**src/rtl/core/i2cmw_pkg.sv**
```systemverilog
`default_nettype none

package i2cmw_pkg;

    localparam int unsigned DataWidth  = 8;
    localparam int unsigned MaskWidth  = 3;
    localparam int unsigned BitWidth   = 3;
    localparam int unsigned ByteWidth  = 2;
    localparam int unsigned AddrWidth  = 3;
    localparam int unsigned BusWidth   = 32;

    localparam logic [DataWidth-1:0] AddressReset = 8'd120;
    localparam logic [DataWidth-1:0] DelayReset   = 8'd10;
    localparam logic [DataWidth-1:0] CtrlCommand  = 8'h00;
    localparam logic [DataWidth-1:0] CtrlData     = 8'h40;
    localparam logic [BitWidth-1:0]  LastBit      = 3'd7;
    localparam logic [ByteWidth-1:0] LastByte     = 2'd2;

    // Register index, taken from paddr[2]
    typedef enum logic
    {
        REG_DEVICE_ADDRESS = 1'b0,
        REG_DELAY_TICKS    = 1'b1
    } reg_index_t;

    typedef enum logic [3:0]
    {
        PH_IDLE = 4'd0,
        PH_S1   = 4'd1,
        PH_S2   = 4'd2,
        PH_S3   = 4'd3,
        PH_B1   = 4'd4,
        PH_B2   = 4'd5,
        PH_B3   = 4'd6,
        PH_A1   = 4'd7,
        PH_A2   = 4'd8,
        PH_A3   = 4'd9,
        PH_P1   = 4'd10
    } phase_t;

    typedef struct packed
    {
        logic [DataWidth-1:0] device_address;
        logic [DataWidth-1:0] delay_ticks;
    } cfg_t;

endpackage

`default_nettype wire

```
**src/rtl/core/i2cmw_regs.sv**
```systemverilog
`default_nettype none

module i2cmw_regs
(
    input  wire logic                                clk,
    input  wire logic                                rst_n,
    input  wire logic                                psel,
    input  wire logic                                penable,
    input  wire logic                                pwrite,
    input  wire logic [i2cmw_pkg::AddrWidth-1:0]     paddr,
    input  wire logic [i2cmw_pkg::BusWidth-1:0]      pwdata,
    output logic      [i2cmw_pkg::BusWidth-1:0]      prdata,
    output logic                                     pready,
    output i2cmw_pkg::cfg_t                          cfg
);

    logic [i2cmw_pkg::DataWidth-1:0] address_reg;
    logic [i2cmw_pkg::DataWidth-1:0] delay_reg;
    logic                            wr_en;
    i2cmw_pkg::reg_index_t           index;

    assign pready = 1'b1;
    assign wr_en  = psel && penable && pwrite;
    assign index  = i2cmw_pkg::reg_index_t'(paddr[2]);

    always_ff @(posedge clk or negedge rst_n)
    begin
        if (!rst_n)
        begin
            address_reg <= i2cmw_pkg::AddressReset;
            delay_reg   <= i2cmw_pkg::DelayReset;
        end
        else if (wr_en)
        begin
            case (index)
                i2cmw_pkg::REG_DEVICE_ADDRESS: address_reg <= pwdata[i2cmw_pkg::DataWidth-1:0];
                i2cmw_pkg::REG_DELAY_TICKS:    delay_reg   <= pwdata[i2cmw_pkg::DataWidth-1:0];
                default:                       ;
            endcase
        end
    end

    always_comb
    begin
        case (index)
            i2cmw_pkg::REG_DEVICE_ADDRESS:
                prdata = {{(i2cmw_pkg::BusWidth-i2cmw_pkg::DataWidth){1'b0}}, address_reg};
            i2cmw_pkg::REG_DELAY_TICKS:
                prdata = {{(i2cmw_pkg::BusWidth-i2cmw_pkg::DataWidth){1'b0}}, delay_reg};
            default:
                prdata = '0;
        endcase
    end

    assign cfg.device_address = address_reg;
    assign cfg.delay_ticks    = delay_reg;

endmodule

`default_nettype wire

```
**src/rtl/core/i2cmw_core.sv**
```systemverilog
`default_nettype none

module i2cmw_core
(
    input  wire logic                                clk,
    input  wire logic                                rst_n,
    input  wire i2cmw_pkg::cfg_t                     cfg,
    input  wire logic                                in_valid,
    output logic                                     in_stall,
    input  wire logic                                start_req,
    input  wire logic                                func,
    input  wire logic [i2cmw_pkg::DataWidth-1:0]     payload,
    input  wire logic                                sda_in,
    output logic                                     out_valid,
    input  wire logic                                out_stall,
    output logic                                     scl_level,
    output logic                                     sda_level,
    output logic                                     busy_res,
    output logic                                     done_res,
    output logic      [i2cmw_pkg::MaskWidth-1:0]     nack_mask
);

    i2cmw_pkg::phase_t               phase_reg,   phase_next;
    logic [i2cmw_pkg::DataWidth-1:0] tick_reg,    tick_next;
    logic [i2cmw_pkg::BitWidth-1:0]  bit_reg,     bit_next;
    logic [i2cmw_pkg::ByteWidth-1:0] byte_reg,    byte_next;
    logic [i2cmw_pkg::DataWidth-1:0] shift_reg,   shift_next;
    logic [i2cmw_pkg::DataWidth-1:0] payload_reg, payload_next;
    logic                            func_reg,    func_next;
    logic [i2cmw_pkg::MaskWidth-1:0] ack_reg,     ack_next;
    logic                            scl_reg,     scl_next;
    logic                            sda_reg,     sda_next;
    logic                            done_reg,    done_next;
    logic                            valid_reg,   valid_next;

    logic                            accept;
    logic                            enter;
    logic                            phase_end;
    logic [i2cmw_pkg::DataWidth-1:0] limit;
    logic [i2cmw_pkg::DataWidth:0]   tick_inc;

    // The state registers double as the result register; they move only on accept
    assign in_stall = valid_reg && out_stall;
    assign accept   = in_valid && !in_stall;

    assign limit     = (cfg.delay_ticks == '0) ? i2cmw_pkg::DataWidth'(1) : cfg.delay_ticks;
    assign tick_inc  = {1'b0, tick_reg} + (i2cmw_pkg::DataWidth+1)'(1);
    assign phase_end = tick_inc >= {1'b0, limit};

    always_comb
    begin
        phase_next   = phase_reg;
        tick_next    = tick_reg;
        bit_next     = bit_reg;
        byte_next    = byte_reg;
        shift_next   = shift_reg;
        payload_next = payload_reg;
        func_next    = func_reg;
        ack_next     = ack_reg;
        scl_next     = scl_reg;
        sda_next     = sda_reg;
        done_next    = 1'b0;
        enter        = 1'b0;

        if (phase_reg == i2cmw_pkg::PH_IDLE)
        begin
            if (start_req)
            begin
                func_next    = func;
                payload_next = payload;
                shift_next   = cfg.device_address;
                bit_next     = '0;
                byte_next    = '0;
                ack_next     = '0;
                phase_next   = i2cmw_pkg::PH_S1;
                enter        = 1'b1;
            end
        end
        else if (!phase_end)
        begin
            tick_next = tick_inc[i2cmw_pkg::DataWidth-1:0];
        end
        else
        begin
            enter = 1'b1;
            case (phase_reg)
                i2cmw_pkg::PH_S1: phase_next = i2cmw_pkg::PH_S2;
                i2cmw_pkg::PH_S2: phase_next = i2cmw_pkg::PH_S3;
                i2cmw_pkg::PH_S3: phase_next = i2cmw_pkg::PH_B1;
                i2cmw_pkg::PH_B1: phase_next = i2cmw_pkg::PH_B2;
                i2cmw_pkg::PH_B2: phase_next = i2cmw_pkg::PH_B3;
                i2cmw_pkg::PH_B3:
                begin
                    if (bit_reg == i2cmw_pkg::LastBit)
                    begin
                        bit_next   = '0;
                        phase_next = i2cmw_pkg::PH_A1;
                    end
                    else
                    begin
                        bit_next   = bit_reg + i2cmw_pkg::BitWidth'(1);
                        shift_next = {shift_reg[i2cmw_pkg::DataWidth-2:0], 1'b0};
                        phase_next = i2cmw_pkg::PH_B1;
                    end
                end
                i2cmw_pkg::PH_A1: phase_next = i2cmw_pkg::PH_A2;
                i2cmw_pkg::PH_A2:
                begin
                    // Released SDA high at the ack clock means no acknowledge
                    if (sda_in)
                    begin
                        case (byte_reg)
                            2'd0:    ack_next = ack_reg | 3'b001;
                            2'd1:    ack_next = ack_reg | 3'b010;
                            2'd2:    ack_next = ack_reg | 3'b100;
                            default: ack_next = ack_reg;
                        endcase
                    end
                    phase_next = i2cmw_pkg::PH_A3;
                end
                i2cmw_pkg::PH_A3:
                begin
                    if (byte_reg >= i2cmw_pkg::LastByte)
                    begin
                        phase_next = i2cmw_pkg::PH_P1;
                    end
                    else
                    begin
                        byte_next = byte_reg + i2cmw_pkg::ByteWidth'(1);
                        if (byte_reg == '0)
                            shift_next = func_reg ? i2cmw_pkg::CtrlData
                                                  : i2cmw_pkg::CtrlCommand;
                        else
                            shift_next = payload_reg;
                        bit_next   = '0;
                        phase_next = i2cmw_pkg::PH_B1;
                    end
                end
                i2cmw_pkg::PH_P1:
                begin
                    phase_next = i2cmw_pkg::PH_IDLE;
                    done_next  = 1'b1;
                end
                default: phase_next = i2cmw_pkg::PH_IDLE;
            endcase
        end

        // Bus levels are set on phase entry from the updated shift and bit count
        if (enter)
        begin
            tick_next = '0;
            case (phase_next)
                i2cmw_pkg::PH_S1: begin scl_next = 1'b1; sda_next = 1'b1; end
                i2cmw_pkg::PH_S2: begin scl_next = 1'b1; sda_next = 1'b0; end
                i2cmw_pkg::PH_S3: begin scl_next = 1'b0; sda_next = 1'b0; end
                i2cmw_pkg::PH_B1: begin scl_next = 1'b0; sda_next = shift_next[7]; end
                i2cmw_pkg::PH_B2: begin scl_next = 1'b1; sda_next = shift_next[7]; end
                i2cmw_pkg::PH_B3:
                begin
                    scl_next = 1'b0;
                    sda_next = (bit_next == i2cmw_pkg::LastBit) ? 1'b1 : shift_next[7];
                end
                i2cmw_pkg::PH_A1: begin scl_next = 1'b0; sda_next = 1'b1; end
                i2cmw_pkg::PH_A2: begin scl_next = 1'b1; sda_next = 1'b1; end
                i2cmw_pkg::PH_A3: begin scl_next = 1'b0; sda_next = 1'b1; end
                i2cmw_pkg::PH_P1: begin scl_next = 1'b1; sda_next = 1'b0; end
                default:          begin scl_next = 1'b1; sda_next = 1'b1; end
            endcase
        end
    end

    always_comb
    begin
        valid_next = valid_reg;
        if (accept)
            valid_next = 1'b1;
        else if (!out_stall)
            valid_next = 1'b0;
    end

    always_ff @(posedge clk or negedge rst_n)
    begin
        if (!rst_n)
        begin
            phase_reg   <= i2cmw_pkg::PH_IDLE;
            tick_reg    <= '0;
            bit_reg     <= '0;
            byte_reg    <= '0;
            shift_reg   <= '0;
            payload_reg <= '0;
            func_reg    <= 1'b0;
            ack_reg     <= '0;
            scl_reg     <= 1'b1;
            sda_reg     <= 1'b1;
            done_reg    <= 1'b0;
            valid_reg   <= 1'b0;
        end
        else
        begin
            valid_reg <= valid_next;
            if (accept)
            begin
                phase_reg   <= phase_next;
                tick_reg    <= tick_next;
                bit_reg     <= bit_next;
                byte_reg    <= byte_next;
                shift_reg   <= shift_next;
                payload_reg <= payload_next;
                func_reg    <= func_next;
                ack_reg     <= ack_next;
                scl_reg     <= scl_next;
                sda_reg     <= sda_next;
                done_reg    <= done_next;
            end
        end
    end

    assign out_valid = valid_reg;
    assign scl_level = scl_reg;
    assign sda_level = sda_reg;
    assign busy_res  = phase_reg != i2cmw_pkg::PH_IDLE;
    assign done_res  = done_reg;
    assign nack_mask = ack_reg;

endmodule

`default_nettype wire

```
**src/rtl/core/i2c_master_write_transaction.sv**
```systemverilog
// Each accepted item's result is registered and is valid in the following cycle.
// Throughput: one item per cycle; each item is one bus tick and leaves one result.
// The tick state registers also form the result register, so the input stalls
// only while a result is waiting and out_stall is high.
// Reset (rst_n low, asynchronous): bus idle with SCL and SDA released, no result
// pending, device_address 120 and delay_ticks 10.
`default_nettype none

module i2c_master_write_transaction
(
    input  wire logic                                clk,
    input  wire logic                                rst_n,
    input  wire logic                                in_valid,
    output logic                                     in_stall,
    input  wire logic                                start_req,
    input  wire logic                                func,
    input  wire logic [i2cmw_pkg::DataWidth-1:0]     payload,
    input  wire logic                                sda_in,
    output logic                                     out_valid,
    input  wire logic                                out_stall,
    output logic                                     scl_level,
    output logic                                     sda_level,
    output logic                                     busy_res,
    output logic                                     done_res,
    output logic      [i2cmw_pkg::MaskWidth-1:0]     nack_mask,
    input  wire logic                                psel,
    input  wire logic                                penable,
    input  wire logic                                pwrite,
    input  wire logic [i2cmw_pkg::AddrWidth-1:0]     paddr,
    input  wire logic [i2cmw_pkg::BusWidth-1:0]      pwdata,
    output logic      [i2cmw_pkg::BusWidth-1:0]      prdata,
    output logic                                     pready
);

    i2cmw_pkg::cfg_t cfg;

    i2cmw_regs u_regs
    (
        .clk     (clk),
        .rst_n   (rst_n),
        .psel    (psel),
        .penable (penable),
        .pwrite  (pwrite),
        .paddr   (paddr),
        .pwdata  (pwdata),
        .prdata  (prdata),
        .pready  (pready),
        .cfg     (cfg)
    );

    i2cmw_core u_core
    (
        .clk       (clk),
        .rst_n     (rst_n),
        .cfg       (cfg),
        .in_valid  (in_valid),
        .in_stall  (in_stall),
        .start_req (start_req),
        .func      (func),
        .payload   (payload),
        .sda_in    (sda_in),
        .out_valid (out_valid),
        .out_stall (out_stall),
        .scl_level (scl_level),
        .sda_level (sda_level),
        .busy_res  (busy_res),
        .done_res  (done_res),
        .nack_mask (nack_mask)
    );

endmodule

`default_nettype wire
```
**config.mk**
```make
export PLATFORM = sky130hd
export DESIGN_NAME = i2c_master_write_transaction
export DESIGN_NICKNAME = d
export VERILOG_FILES = /design/src/rtl/core/i2cmw_pkg.sv /design/src/rtl/core/i2cmw_regs.sv /design/src/rtl/core/i2cmw_core.sv /design/src/rtl/core/i2c_master_write_transaction.sv
export SDC_FILE = /design/constraint.sdc
export NUM_CORES = 1
export LEC_CHECK = 0
export ABC_AREA = 1
export ABC_CLOCK_PERIOD_IN_PS = 5400
export BUFFER_PORTS_ARGS = -buffer_cell sky130_fd_sc_hd__buf_2
export CORE_UTILIZATION = 55
export CTS_CLUSTER_DIAMETER = 100
export DETAILED_ROUTE_END_ITERATION = 8
export GPL_ROUTABILITY_DRIVEN = 0
export PLACE_DENSITY_LB_ADDON = 0.15
export SYNTH_ARGS = -nofsm -noshare
export SYNTH_HDL_FRONTEND = slang
export SYNTH_SLANG_ARGS = --single-unit
```
**constraint.sdc**
```tcl
create_clock -name clk -period 5.4 [get_ports clk]
set_clock_uncertainty 0.15 [all_clocks]
set_input_delay 0.54 -clock clk [delete_from_list [all_inputs] [get_ports clk]]
set_output_delay 0.54 -clock clk [all_outputs]
set_load 0.01 [all_outputs]
```
## After elaboration in Yosys (flattened, before gate mapping)

Cells that the tools add are included.

- Add/sub/neg operators: 3
- Order comparisons: 2
- Equal/unequal tests: 32
- Muxes and demuxes: 47
- Bitwise operators: 1
- Reduce and logical (&&, ||, !) cells: 30

Operator list:

| kind | count |
|---|---|
| $mux W8 | 10 |
| $pmux W32 S2 | 1 |
| $pmux W4 S9 | 1 |
| $eq A4 B3 Y1 const B | 8 |
| $mux W3 | 10 |
| $reduce_and A8 Y1 | 3 |
| $eq A4 B4 Y1 const B | 5 |
| $eq A4 B2 Y1 const B | 4 |
| $mux W4 | 4 |
| $pmux W8 S2 | 1 |
| $ne A2 B1 Y1 const B | 7 |
| $reduce_bool A2 Y1 | 7 |
| $mux W2 | 6 |
| $mux W1 | 10 |
| $add A8 B1 Y9 const B | 1 |
| $ge A9 B8 Y1 | 1 |
| $pmux W3 S3 | 1 |
| $logic_not A8 Y1 | 1 |
| $mux W7 | 1 |
| $eq A3 B3 Y1 const B | 2 |
| $ne A3 B2 Y1 const B | 2 |
| $pmux W3 S2 | 1 |
| $reduce_and A2 Y1 | 3 |
| $reduce_and A3 Y1 | 2 |
| 20 further kinds | 23 |

- Register bits after elaboration: 57
- Input bits: 53
- Output and inout port bits: 42
- Logic and storage cells: 132

## Longest topological paths before layout

Gate-level depths: netlist of run 1.

- Depth after elaboration: 8
- Gate-level depth with buffers: 26
- Gate-level depth less buffers: 25

## Modules after synthesis

Synthesis of run 1 repeated with hierarchy kept, for this count alone.

- Cell total of the unflattened synthesis: 476
- Area total of the unflattened synthesis: 3,724.8 µm²

By module, submodules not included:

| module | instances | cells each | area an instance (µm²) |
|---|---|---|---|
| i2cmw_core | 1 | 351 | 2,767.7 |
| i2cmw_regs | 1 | 125 | 957.2 |

## Worst setup path after synthesis of run 1

No wires, ideal clock.

- Path type: register -> register
- Start point: register u_core.tick_reg[2] (netlist name)
- End point: register u_core.sda_reg, in the netlist u_core.sda_level
- Arrival: 2.377 ns
- Required time: 5.175 ns
- Slack: 2.798 ns
- Stages on the path, launching flop included: 24
- Clock period less this slack: 2.602 ns
- Path through: dfrtp_1 inv_1 nor3_1 inv_1 nor2_1 inv_1 nor2_1 xor2_1 ha_1 nand2_1 inv_1 nand2_1 nand2_1 nand2_2 nand2_4 buf_8 o21ai_1 nand2_1 inv_1 nand2_1 nor2_1 nand2_1 nand2_1 nand2_1

- Cells in the longest elaborated chain, start to end: 7
- Elaborated cells between the ends (all ways): 22
- Those cells by class: add/sub: 1; order compare: 1; eq/ne: 7; mux: 10; reduce/logical: 3

Ends and longest elaborated chain:

| what | line | RTL |
|---|---|---|
| start, declared | i2cmw_core.sv:24 | `logic [i2cmw_pkg::DataWidth-1:0] tick_reg, tick_next;` |
| start signal, assigned | i2cmw_core.sv:204 | `tick_reg <= tick_next;` |
| $add A8 B1 Y9 * | i2cmw_core.sv:47 | `assign tick_inc = {1'b0, tick_reg} + (i2cmw_pkg::DataWidth+1)'(1);` |
| $ge A9 B8 Y1 * | i2cmw_core.sv:48 | `assign phase_end = tick_inc >= {1'b0, limit};` |
| $mux W4 / $mux W3 (equally long branches) | i2cmw_core.sv:79 | `else if (!phase_end)` |
| $mux W4 / $mux W3 (equally long branches) | i2cmw_core.sv:65 | `if (phase_reg == i2cmw_pkg::PH_IDLE)` |
| $eq A4 B2 Y1, or another cell as far along | i2cmw_core.sv:152 | `case (phase_next)` |
| $reduce_or A3 Y1 (no source line), or another cell as far along | -- |  |
| $pmux W1 S3 | i2cmw_core.sv:152 |  |
| end signal, assigned | i2cmw_core.sv:212 | `sda_reg <= sda_next;` |
| end, declared | i2cmw_core.sv:32 | `logic sda_reg, sda_next;` |

Every way passes the cells marked *; elsewhere a longest branch is shown, timed or not. The select of a mux whose other input is x is not followed.
A chain may end at the register's enable or synchronous reset.

## Worst setup path in the final report of run 1

- Start point: register u_core.tick_reg[2] (netlist name)
- End point: register u_core.shift_reg[5] (netlist name)

- Cells in the longest elaborated chain, start to end: 4

Ends and longest elaborated chain:

| what | line | RTL |
|---|---|---|
| $add A8 B1 Y9 | i2cmw_core.sv:47 |  |
| $ge A9 B8 Y1 | i2cmw_core.sv:48 |  |
| $reduce_bool A2 Y1 (no source line) | -- |  |
| $reduce_and A6 Y1 (no source line) | -- |  |
| end signal, assigned | i2cmw_core.sv:207 | `shift_reg <= shift_next;` |
| end, declared | i2cmw_core.sv:27 | `logic [i2cmw_pkg::DataWidth-1:0] shift_reg, shift_next;` |

No other way between the ends.

==> out/metrics.yaml, run 1 <==
syn_area_per_cell_um2: 7.849
dpl_worst_slack_ns: 2.314
swShare_pct: 41.11
p_leak_nw: 2.075
worstPathCellList: "inv_1, nor3_1, inv_1, nor2_1, inv_1, nand2_1, inv_1, ha_1, nand2_1, inv_1, nand3_1, nand3_1, nand2_1, nand2_1, nand2_2, nand2_4, nand3_4, a21oi_4, mux2_1"
firstDrtPassIters: 4
fin_util_pct: 63.38
cp_top_family: "simple AND/OR/NAND/NOR gates"
worst_hold_path_type: "input pin to asynchronous set/reset pin"
initial_core_util_pct: 56.94
syn_to_final_growth_pct: 11.31
switching_power_w: 0.0007935
max_freq_mhz: 335.5
critPathRequiredTime_ns: 5.48
clkSlewWorstSetupHoldPaths_ns: 0.07
rsz0062_at_grt: "no"
synth-compound-area-share_pct: 15.32
internal_power_w: 0.001137
portBuffers: 43
post-route-period-util_pct: 55.20
cts_root_buf: "clkbuf_8"
syn_inst: 458
power.density_nw_per_um2: 482.4
finalHoldViolations: 0
fin_area_um2: 4001
yosys.area_share.xor_xnor_pct: 1.218
core_area_um2: 6314
final_antenna_net_count: 0
fp-row-count: 29
dr_total_vias: 2989
worstSetupPathType: "flop to flop"
die_area_um2: 6863
fin_nets: 571
fin_crit_ns: 2.981
clkPwrFrac_pct: 24.0
synth_edf_count: 0
seq_power_share_pct: 35.0
antenna_found_initial: 0
grt_max_degree: 58
routedWlPerCell_um: 12.91
ctsHoldBuffers: 0
slowest_stage: "dfrtp_1"
synth_cell_type_count: 44
ys_ff_latch: 57
setup_viol: 0
drt_iter0_markers: 184
grt.total_usage_pct: 23.74
synth_area_um2: 3595
synth_fa_ha_area_share_pct: 4.873
die_h_um: 82.85
synth_top_family_by_area: "simple AND/OR/NAND/NOR gates"
comb_power_share_pct: 41.0
worst-path-stages: 19
clock_sinks: 57
grt_pass1_wl_um: 13130
cts_resized: 0
wl_um: 7568
tritoncts: "yes"
insertion_delay_ns: 0.34
end_kind: "flop"
synthSimpleGateAreaFrac_pct: 22.21
layout-drive-gt1-share_pct: 20.83
muxShareOfSynthArea_pct: 1.984
crit_buf_inv: 5
grt_pass1_vias: 2918
yosysMostFrequentCell: "nand2_1"
max_stage_delay_ns: 0.40
synth-warning-count: 0
grt-ovfl-total: 0
synthTopCellsByCount: "nand2_1, inv_1, dfrtp_1"
setup_ws_ns: 2.419
cap_violations: 0
synth.top_cells.by_area: "dfrtp_1, nand2_1, inv_1"
die_x_um: 82.85
finalSetupTns_ns: 0
status: "finished clean"
post-dp-hpwl_um: 5435
synth_top_cell_by_area: "dfrtp_1"
routed_via_density: 5.101
rr_worst_depth: 19
startpoint_type: "flop"
cts_setup_buffers: 0
critical_path.max_fanout: 13
slew_viol_final: 0
place_area_um2: 3772
n_antenna_cell: 0
cp.arrival_ns: 3.06
drc: 0
cp_common_cell: "inv_1"
slew_headroom_pct: 43.45
cts_buffers: 9
io_pins: 95
yosysSeqAreaShare_pct: 39.96
synthArstFlopShare_pct: 100.0
cts_buffer_depth: 2
worst_pin_slew_ns: 0.8451
ir_worst_vdd_uv: 271.4
ys.flop_type: "dfrtp_1"
htreeDepth: 3
yosysTopAreaCellShare_pct: 34.11
## layout make-up
type | instances | area (um^2)
Tap cell | 77 | 96.34
Fill cell | 565 | 2312
Sequential cell | 57 | 1436
Multi-Input combinational cell | 317 | 1733
Timing Repair Buffer | 44 | 222.7
Clock inverter | 5 | 77.57
Clock buffer | 11 | 151.4
Inverter | 75 | 284.0
## kinds of logic after synthesis
kind of cell | Yosys count
mux | 5
simple gates | 177
flops | 57
fa+ha+maj | 14
xor+xnor | 5
other cells | 2
compound gates | 91
buf+inv | 107
## per-layer routing
metal | wire [um] | track usage, % | vias to the layer above | part of all wire, %
met5 | 0 | 0 | - | 0
met4 | 114 | 9.091 | 0 | 1.5
met3 | 273 | 4.871 | 10 | 3.6
met2 | 3613 | 38.38 | 71 | 48
met1 | 3566 | 31.46 | 1389 | 47
li1 | - | - | 1519 | -
## power groups by stage
stage / Sequential, W / Clock (W) / Combinational, W
final: 0.000676 / 0.000464 / 0.000791
after global routing: 0.000691 / 0.000484 / 0.000904
after CTS: 0.000674 / 0.000473 / 0.000795
after detailed placement: 0.000679 / 0 / 0.000787
after global placement: 0.000677 / 0 / 0.000761
after floorplan: 0.000663 / 0 / 0.000622
## layout by cell type (no fill, tap or decap), drive strengths merged, types with 2 or more instances in the layout
master | Yosys | final
bufinv | 0 | 2
a21oi | 13 | 13
o22ai | 10 | 10
conb | 2 | 25
clkinv | 0 | 2
nor4 | 2 | 2
a31oi | 4 | 4
buf | 28 | 44
nand4 | 3 | 3
o211ai | 3 | 3
nor2 | 24 | 24
nand3 | 19 | 19
dfstp | 8 | 8
o21ai | 50 | 50
mux2 | 5 | 5
inv | 75 | 75
xor2 | 5 | 5
clkbuf | 4 | 11
ha | 14 | 14
a22oi | 6 | 6
dfrtp | 49 | 49
nand2 | 126 | 126
## through the flow
stage	power [W]	std cells	hold slack [ns]
final	0.001930	586	0.1852
after global routing	0.002080	586	0.2548
after CTS	0.001942	586	0.2204
after detailed placement	0.001466	570	0.3213
after global placement	0.001437	570	0.3050
after floorplan	0.001285	481	0.09441
## path summary, 6_finish.rpt
| check | end | slack, ns | from |
|---|---|---|---|
| setup / recovery | u_core.shift_reg[5] | 2.42 | u_core.tick_reg[2] |
| hold / removal | u_core.tick_reg[2] | 0.19 | rst_n |
| setup reg to reg | u_core.shift_reg[5] | 2.42 | u_core.tick_reg[2] |
| hold reg to reg | u_core.sda_level | 0.33 | u_core.sda_level |
| max in group asynchronous | u_regs.address_reg[0] | 4.42 | rst_n |
| min in group clk | u_core.out_valid | 0.24 | in_valid |
No activity file was read; power rests on OpenSTA's default activity.
==> run 2, diff against run 1 <==
- ABC_CLOCK_PERIOD_IN_PS: 5400 -> 2900
- CORE_UTILIZATION: 55 -> 53
- clock period: 5.4 -> 2.9 ns (I/O delays scaled with it)
==> run 2 against run 1 <==
The run now ends with DRC left. Design area is 5.5% higher. Clock power is 71% higher. Global-route usage is 0.20 points lower. Sequential share of layout area is 1.9 points lower. Power is 93% higher. Cell count is 2.6% higher. Critical path type unchanged. Largest cell class unchanged. Highest routed layer unchanged.
==> out/metrics.yaml, run 2 (same netlist as run 1, synthesis figures left out) <==
end_kind: "flop"  # unchanged
whs_ns: 0.01125  # was 0.1852 ns
dr_total_vias: 3072  # was 2989
routed_via_density: 5.111  # was 5.101
cts_buffers: 9  # unchanged
drt_iter0_markers: 279  # was 184
post-route-period-util_pct: 96.51  # was 55.20%
internal_power_w: 0.002180  # was 0.001137 W
cts_buffer_depth: 2  # unchanged
instances_no_fill: 601  # was 586
slew_viol_final: 0  # unchanged
clkPwrFrac_pct: 21.3  # was 24.0%
fin_nets: 586  # was 571
io_pins: 95  # unchanged
seq_power_share_pct: 33.8  # was 35.0%
final_antenna_net_count: 0  # unchanged
routedWlPerCell_um: 12.98  # was 12.91 um
initial_core_util_pct: 55.66  # was 56.94%
max_stage_delay_ns: 0.36  # was 0.40 ns
finalHoldViolations: 0  # unchanged
fin_crit_ns: 2.799  # was 2.981 ns
ir_worst_vdd_uv: 468.9  # was 271.4 uV
clock_sinks: 57  # unchanged
core_area_um2: 6459  # was 6314 um^2
worst_pin_slew_ns: 0.6198  # was 0.8451 ns
power.density_nw_per_um2: 883.7  # was 482.4 nW/um^2
cp_common_cell: "inv_1"  # unchanged
swShare_pct: 41.58  # was 41.11%
n_antenna_cell: 0  # unchanged
comb_power_share_pct: 44.9  # was 41.0%
finalSetupTns_ns: 0  # unchanged
grt.total_usage_pct: 23.54  # was 23.74%
switching_power_w: 0.001551  # was 0.0007935 W
fp-row-count: 29  # unchanged
die_x_um: 84.36  # was 82.85 um
rsz0062_at_grt: "yes"  # was no
drc: 14  # was 0
final_common_cell: "nand2_1"  # unchanged
grt_max_degree: 33  # was 58
syn_to_final_growth_pct: 17.44  # was 11.31%
max_freq_mhz: 357.3  # was 335.5 MHz
cp.arrival_ns: 2.86  # was 3.06 ns
worstPathCellList: "inv_2, nor3_2, inv_1, nor2_1, inv_1, nor2_2, nand3_1, xor2_1, ha_1, a31oi_4, nand2_8, nand3_4, a21oi_4, buf_12, mux2_1"  # was inv_1, nor3_1, inv_1, nor2_1, inv_1, nand2_1, inv_1, ha_1, nand2_1, inv_1, nand3_1, nand3_1, nand2_1, nand2_1, nand2_2, nand2_4, nand3_4, a21oi_4, mux2_1
die_h_um: 84.36  # was 82.85 um
p_leak_nw: 2.176  # was 2.075 nW
antenna_found_initial: 0  # unchanged
startpoint_type: "flop"  # unchanged
post-dp-hpwl_um: 5590  # was 5435 um
wl_um: 7801  # was 7568 um
power_w: 0.003731  # was 0.001930 W
setup_viol: 0  # unchanged
grt-ovfl-total: 0  # unchanged
violations: "DRC"
grt_pass1_vias: 2915  # was 2918
slew_headroom_pct: 58.68  # was 43.45%
grt_pass1_wl_um: 13230  # was 13130 um
die_area_um2: 7116  # was 6863 um^2
slowest_stage: "dfrtp_1"  # unchanged
status: "finished, violations left"  # was finished clean
post-place-cells: 577  # was 570
worstSetupPathType: "flop to flop"  # unchanged
insertion_delay_ns: 0.34  # about the same
layout-drive-gt1-share_pct: 24.43  # was 20.83%
cts_root_buf: "clkbuf_8"  # unchanged
critical_path.max_fanout: 9  # was 13
htreeDepth: 3  # unchanged
worst_hold_path_type: "input pin to flop"  # was input pin to asynchronous set/reset pin
critPathRequiredTime_ns: 2.96  # was 5.48 ns
tritoncts: "yes"  # unchanged
cap_violations: 0  # unchanged
firstDrtPassIters: 6  # was 4
clkSlewWorstSetupHoldPaths_ns: 0.07  # about the same
portBuffers: 43  # unchanged
layout.cells.most_common_list: "nand2_1, inv_1, dfrtp_1"  # unchanged
## run 2: worst paths after layout
| path | start | to | slack (ns) | depth (start not counted) |
|---|---|---|---|---|
| max in group asynchronous | rst_n | u_core.sda_level | 1.60 | 3 |
| hold reg to reg | u_core.payload_reg[3] | u_core.payload_reg[3] | 0.32 | 2 |
| setup reg to reg | u_core.tick_reg[2] | u_core.shift_reg[5] | 0.10 | 15 |
| min in group asynchronous | rst_n | u_core.tick_reg[2] | 0.35 | 2 |
| hold / removal | func | u_core.func_reg | 0.01 | 3 |
| setup / recovery | u_core.tick_reg[2] | u_core.shift_reg[5] | 0.10 | 15 |
## run 2: per-layer routing
metal	up-vias	GRT usage, %	wire length (um)
li1	1548	-	-
met1	1432	31.10	3688
met2	79	39.79	3692
met3	13	3.540	303
met4	0	8.166	116
met5	-	0	0
## run 2: layout make-up
type / count / area [um^2]
fill: 556 / 2237
clock buffer: 14 / 172.7
clock inverter: 2 / 35.03
inverter: 75 / 284.0
sequential: 57 / 1436
timing repair buffer: 58 / 372.9
multi-input combinational: 318 / 1824
tap: 77 / 96.34
## run 2: power by group through the flow
| stage | logic (W) | registers [W] | clock network [W] |
|---|---|---|---|
| 2_1_floorplan | 0.00116 | 0.00123 | 0 |
| 6_report | 0.00167 | 0.00126 | 0.000795 |
| 3_5_place_dp | 0.00151 | 0.00127 | 0 |
| 5_1_grt | 0.00191 | 0.00129 | 0.000832 |
| 4_1_cts | 0.00153 | 0.00126 | 0.000799 |
| 3_3_place_gp | 0.00148 | 0.00126 | 0 |
## run 2: worst max-delay path: cells and delay by family (launching register included)
family          cells  cell delay, ns
flops               1            0.36
xor+xnor            1            0.18
mux                 1            0.30
fa+ha+maj           1            0.25
buf+inv             4            0.33
compound gates      2            0.36
simple gates        6            0.74
## run 2: timing repair
action | in CTS | in global routing
resized for setup | 0 | 21
endpoints found under the setup margin | 0 | 18
hold buffers | 5 | 0
endpoints found under the hold margin | 23 | 0
setup buffers | 0 | 7
## run 2: per-stage QoR
stage	utilization, %	setup WS (ns)	instance area (um^2)
3_5_place_dp	59.61	0.08371	3850
3_3_place_gp	59.61	0.1137	3850
6_report	65.36	0.1013	4222
4_1_cts	63.60	0.05638	4108
2_1_floorplan	-	0.2978	3681
5_1_grt	65.36	-0.06420	4222
